`src/design/polyline_crossing_finder_assert.svh`:
```
// Assertion macros shared by the crossing finder.
`ifndef POLYLINE_CROSSING_FINDER_ASSERT_SVH
`define POLYLINE_CROSSING_FINDER_ASSERT_SVH

// A condition that must hold at every clock edge outside reset.
`define PCF_ASSERT_ALWAYS(label, cond, msg) \
	label: assert property (@(posedge clk) disable iff (!arst_n) (cond)) \
		else $error(msg);

// An antecedent that forces a consequent in the next cycle.
`define PCF_ASSERT_NEXT(label, ante, cons, msg) \
	label: assert property (@(posedge clk) disable iff (!arst_n) (ante) |=> (cons)) \
		else $error(msg);

`endif

```
`src/design/pcf_divider.sv`:
```
`timescale 1ns / 1ps
module pcf_divider (
	input  logic        clk,
	input  logic        arst_n,
	input  logic        start,
	input  logic [63:0] a,
	input  logic [32:0] b,
	input  logic [63:0] den,
	output logic        done,
	output logic [63:0] quo
);
	// round(a * b / den), ties away from zero. A shift-add multiply builds the
	// 97-bit product, then a restoring divide takes one quotient bit per cycle.
	logic [96:0] n_q;
	logic [63:0] a_q;
	logic [32:0] b_q;
	logic [63:0] rem_q;
	logic [63:0] q_q;
	logic [6:0]  cnt_q;
	logic        mul_q;
	logic        busy_q;
	logic [64:0] rs;
	logic [64:0] diff;

	assign rs   = {rem_q, n_q[96]};
	assign diff = rs - {1'b0, den};

	always_ff @(posedge clk or negedge arst_n) begin
		if (!arst_n) begin
			busy_q <= 1'b0;
			mul_q  <= 1'b0;
			done   <= 1'b0;
			cnt_q  <= '0;
		end else begin
			done <= 1'b0;
			if (start) begin
				busy_q <= 1'b1;
				mul_q  <= 1'b1;
				cnt_q  <= 7'd33;
			end else if (busy_q) begin
				if (cnt_q == 7'd1) begin
					if (mul_q) begin
						mul_q <= 1'b0;
						cnt_q <= 7'd97;
					end else begin
						busy_q <= 1'b0;
						done   <= 1'b1;
						cnt_q  <= '0;
					end
				end else begin
					cnt_q <= cnt_q - 7'd1;
				end
			end
		end
	end

	always_ff @(posedge clk) begin
		if (start) begin
			a_q   <= a;
			b_q   <= b;
			n_q   <= '0;
			rem_q <= '0;
			q_q   <= '0;
		end else if (busy_q && mul_q) begin
			// Multiplier bits are taken most significant first.
			n_q <= {n_q[95:0], 1'b0} + (b_q[32] ? {33'd0, a_q} : 97'd0);
			b_q <= {b_q[31:0], 1'b0};
		end else if (busy_q) begin
			n_q <= {n_q[95:0], 1'b0};
			if (!diff[64]) begin
				rem_q <= diff[63:0];
				q_q   <= {q_q[62:0], 1'b1};
			end else begin
				rem_q <= rs[63:0];
				q_q   <= {q_q[62:0], 1'b0};
			end
		end
	end

	// Round: rem >= den - rem.
	assign quo = (rem_q >= den - rem_q) ? q_q + 64'd1 : q_q;
endmodule
```
`config.mk`:
```
export PLATFORM = sky130hd
export DESIGN_NAME = pcf_divider
export DESIGN_NICKNAME = d
export VERILOG_FILES = /design/src/design/polyline_crossing_finder_assert.svh /design/src/design/pcf_divider.sv
export SDC_FILE = /design/constraint.sdc
export NUM_CORES = 1
export LEC_CHECK = 0
export ABC_CLOCK_PERIOD_IN_PS = 5900
export BUFFER_PORTS_ARGS = -buffer_cell sky130_fd_sc_hd__buf_2
export CAP_MARGIN = 10
export CORE_UTILIZATION = 45
export CTS_BUF_LIST = sky130_fd_sc_hd__clkbuf_4 sky130_fd_sc_hd__clkbuf_8
export DETAILED_ROUTE_END_ITERATION = 8
export PLACE_DENSITY = 0.63
export SYNTH_ARGS = -nofsm -noshare
export SYNTH_HDL_FRONTEND = slang
export SYNTH_SLANG_ARGS = --single-unit
export TNS_END_PERCENT = 5
```
`constraint.sdc`:
```
create_clock -name clk -period 5.9 [get_ports clk]
set_clock_uncertainty 0.15 [all_clocks]
set_input_delay 0 -clock clk [delete_from_list [all_inputs] [get_ports clk]]
set_output_delay 0 -clock clk [all_outputs]
set_load 0.005 [all_outputs]
```
* Word-level counts from Yosys, hierarchy flattened
Cells that the tools add are included. W data, S select, Z words.
Operators by class: add/sub/neg operators 5, order comparisons 1, equality and inequality tests 1, mux-type cells 23, bitwise logic cells 1, reductions and logical operators 7
Operators with widths (count):
- $mux W97 | 2
- $mux W64 | 3
- $add A97 B64 Y97 | 1
- $mux W33 | 2
- $sub A65 B64 Y65 | 1
- $add A64 B1 Y64 const B | 1
- $ge A64 B64 Y1 | 1
- $sub A64 B64 Y64 | 1
- $mux W7 | 4
- $mux W1 | 12
- $reduce_bool A2 Y1 | 4
- $eq A7 B1 Y1 const B | 1
- $sub A7 B1 Y7 const B | 1
- $reduce_and A2 Y1 | 2
- $logic_and A1 B1 Y1 | 1
- $not A1 Y1 | 1
Word-level totals: flip-flop bits (word level) 332, bits of input ports 164, word-level logic and storage cells 47

* Longest topological paths before layout
depth in word-level cells 4, gate-level depth with buffers 28

* Worst setup path after synthesis
OpenSTA, ideal clock, no wires.
kind reg2out, start point register rem_q[1], end point output port quo[26], data arrival time 5.557 ns, slack 0.193 ns, stages on the path, launching flop included 27, buffers on the path 1, path through dfxtp_1 -> inv_1 -> ha_1 -> nor2b_1 -> o31ai_1 -> a21oi_1 -> a211oi_1 -> o32a_1 -> o21ai_1 -> o41a_1 -> a311o_1 -> a221o_1 -> a21o_1 -> xnor2_1 -> ha_1 -> a21o_1 -> a21o_1 -> a21oi_1 -> o21ai_0 -> a21o_1 -> a21oi_1 -> o211ai_1 -> o21ai_1 -> clkbuf_1 -> nor2_1 -> nand3_1 -> xnor2_1
On the way: cells in the longest elaborated chain, start to end 3
RTL lines:
- start, declared | RTL line pcf_divider.sv:17 | logic [63:0] rem_q;
- start signal, assigned | RTL line pcf_divider.sv:71 | rem_q <= diff[63:0];
- start signal, assigned | RTL line pcf_divider.sv:74 | rem_q <= rs[63:0];
- $sub A64 B64 Y64 | RTL line pcf_divider.sv:81 | assign quo = (rem_q >= den - rem_q) ? q_q + 64'd1 : q_q;
- $ge A64 B64 Y1 * | RTL line pcf_divider.sv:81
- $mux W64 * | RTL line pcf_divider.sv:81
- end, declared | RTL line pcf_divider.sv:10 | output logic [63:0] quo
Every way passes the cells marked *; elsewhere a longest branch is shown, timed or not.

* Worst setup path in the final report
start point register rem_q[7], end point output port quo[14]
The elaborated chain is that of the path after synthesis.

==> results.md <==
- Leakage: 15.1 nW
- CTS tree: yes
- HP Class: in2reg
- H-Tree Depth: 2
- Mapped Area: 27600 sq um
- Via Count: 27100
- Final Non-Filler Cells: 4827
- Crit path kind: reg2out
- DP HPWL: 57.3 mm
- Power density over cell area: 270 nW/um^2
- Critical path launch point type: register
- Die Ht: 250 um
- Max Freq: 154 MHz
- Most instantiated cells after synthesis: nand2_1 (386), a21oi_1 (343), nor2_1 (268)
- CP max stage cell: o41a_1
- Yosys top cell by area: dfxtp_1
- Initial Util: 45.7%
- Netlist cell types: 90
- Avg WL per Cell: 16.9 um
- Final hold vios: 0
- Worst Max-Slew Pin Slew: 0.976 ns
- GR Overflow Total: 0
- Dpl cells: 4467
- Most frequent cell on the critical path: a21o_1
- Crit-path max FO: 9
- Worst path required time: 5.75 ns
- Post-route DRC: 0
- Most common cell in the netlist: nand2_1
- Die area: 62400 sq um
- Antenna violations before repair: 3
- Post-synth top area share: 16.3%
- Critical Path Max Stage Delay: 0.42 ns
- Area delta synth->final: 24.7%
- Arr. time, crit path: 6.34 ns
- First-pass GRT wire length: 133 mm
- WL final: 81.5 mm
- CTS Buffer Depth: 3
- Worst-path clk slew: 0.06 ns
- FF-to-FF setup slack: 1.07 ns
- Core area: 60500 sq um
- DRT Pass-1 Iters: 6
- Yosys warning count: 0
- Seq/Total Area, Yosys: 27.7%
- Mapped Nets: 3903
- Period minus WS final: 6.49 ns
- Fin worst setup slack: -0.591 ns
- Via density: 5.61
- Delay-heaviest family, CP: compound AO/OA/AOI/OAI gates
- Max-slew headroom: 34.9%
- Site Rows: 90
- 1st-iter DRT viols: 1554
- Synth Flop Type: dfxtp_1
- Gpl congestion: 0.946
- Layout cells sized above 1: 15.6%
- RSZ-0062 raised after global routing: yes
- Clock root buffer: clkbuf_8
- Max Cap Viol: 0
- DRT antenna net count: 0
- Total CTS buffers: 59
- FFs w/ async S/R, synth: 3.01%
- Pins Over Slew Limit: 0
- Largest cells by area after synthesis: dfxtp_1 (16%), ha_1 (12%), edfxtp_1 (11%), a21oi_1 (6.2%), nand2_1 (5.2%)
- IO buf count: 228
- Final worst-path cycle share: 110%
- Status: finished, violations left
- Peak VDD IR: 0.223 mV
- Die Wd: 250 um
- Endpoints failing setup: 64
- Number of top-level pins: 229
- Crit path buffers/inverters: 5
- Filler instances: 5624
- Final nets: 4422
- Number of flops mapped to enable cells by yosys: 97
- Vias in the first global route: 26500
- Failing checks: setup timing
- Worst-Skew Late Latency: 0.68 ns
- GR Util All Layers: 25.5%
- CTS sink cnt: 332
- Seq cells post-synth: 332
- Cell count after synthesis: 3479
- Crit end category: primary output
- Syn avg cell area: 7.95 sq um
- Setup slack at placement: -0.825 ns
- Largest net degree at the start of global routing: 159
==> final cells by class <==
type,count,area [sq um],share of cell area [%]
Sequential cell,332,7670,22.3
Inverter,190,713,2.07
Timing Repair Buffer,631,4840,14.1
Clock inverter,23,231,0.672
Clock buffer,82,1000,2.91
Antenna cell,3,7.51,0.0218
Multi-Input combinational cell,2784,19000,55.2
Tap cell,782,978,2.84
==> per-stage QoR <==
step	area [sq um]	hold slack [ns]	setup TNS, ns	power [mW]	util, %
final	34500	0.0543	-28.98	9.30	57.0
after global routing	34500	0.0405	-48.27	9.95	57.0
after CTS	34300	0.000232	-34.59	9.26	56.7
after detailed placement	30300	-0.274	-37.94	6.73	50.1
after global placement	30300	-0.273	-34.81	6.72	50.1
after floorplan	27600	-0.446	0	5.70	-
==> report_power, final <==
group	total (mW)	internal [mW]	switching, mW
Combinational	4.06	1.76	2.31
Clock	2.33	1.28	1.05
Sequential	2.91	2.68	0.235
Total	9.30	5.71	3.59
==> per-layer routing <==
metal  vias up  track usage, %  share of wire, %
li1      13700               -                 -
met1     12700            33.7                46
met2       593            43.4                47
met3       146            2.86               4.1
met4         0            7.97               2.7
met5         -               0                 0
==> cell families (layout without fill, tap and decap cells) <==
family	count (synthesis)	in the layout	synth area share, %
AO/OA/AOI/OAI	1074	1074	25.2
flip-flops	332	332	27.7
adder cells (fa/ha/maj)	260	260	11.8
other	0	3	0
AND/OR/NAND/NOR	1114	1114	19.1
multiplexers	71	71	2.72
buffers and inverters	363	926	5.01
XOR/XNOR	265	265	8.40
==> path summary, 6_finish.rpt <==
check                      startpoint       to  cells after the start
max                          rem_q[7]  quo[14]                     29
min                             b[18]  b_q[18]                      3
max reg2reg                   b_q[32]  n_q[73]                     16
min reg2reg                   q_q[63]  q_q[63]                      2
max in group asynchronous      arst_n   busy_q                      3
min in group asynchronous      arst_n   busy_q                      3
==> tightest hold or removal path: cells and delay by family <==
kind | cells | cell delay (ns)
muxes | 1 | 0.13
buffers and inverters | 2 | 0.64
==> cells in the final DEF (no fill, tap or decap), types with 68 or more instances in the layout <==
| cell | Yosys | layout |
|---|---|---|
| a211oi_1 | 146 | 143 |
| a21o_1 | 127 | 127 |
| a21oi_1 | 343 | 333 |
| and2_1 | 81 | 81 |
| buf_2 | 12 | 227 |
| buf_4 | 0 | 160 |
| dfxtp_1 | 225 | 223 |
| dlygate4sd3_1 | 0 | 234 |
| edfxtp_1 | 97 | 97 |
| ha_1 | 257 | 254 |
| inv_1 | 188 | 186 |
| nand2_1 | 386 | 384 |
| nand3_1 | 93 | 82 |
| nand4_1 | 68 | 68 |
| nor2_1 | 268 | 263 |
| o21ai_0 | 127 | 121 |
| xnor2_1 | 151 | 146 |
| xor2_1 | 114 | 113 |
==> state kept, by name, indices dropped and copies added (netlist names) <==
| signal | flops |
|---|---|
| q_q | 64 |
| done | 1 |
| rem_q | 64 |
| cnt_q | 7 |
| n_q | 97 |
| a_q | 64 |
| b_q | 33 |
| mul_q | 1 |
| busy_q | 1 |
==> repair_timing <==
| item | in CTS | in global routing |
|---|---|---|
| gates cloned | 1 | 1 |
| hold buffers | 234 | 0 |
| endpoints found under the hold margin | 214 | 0 |
| setup buffers | 14 | 2 |
| endpoints found under the setup margin | 64 | 64 |
| gates resized for setup | 51 | 34 |
| pin swaps | 42 | 38 |
Note: power is estimated with default switching activity, not from simulation.
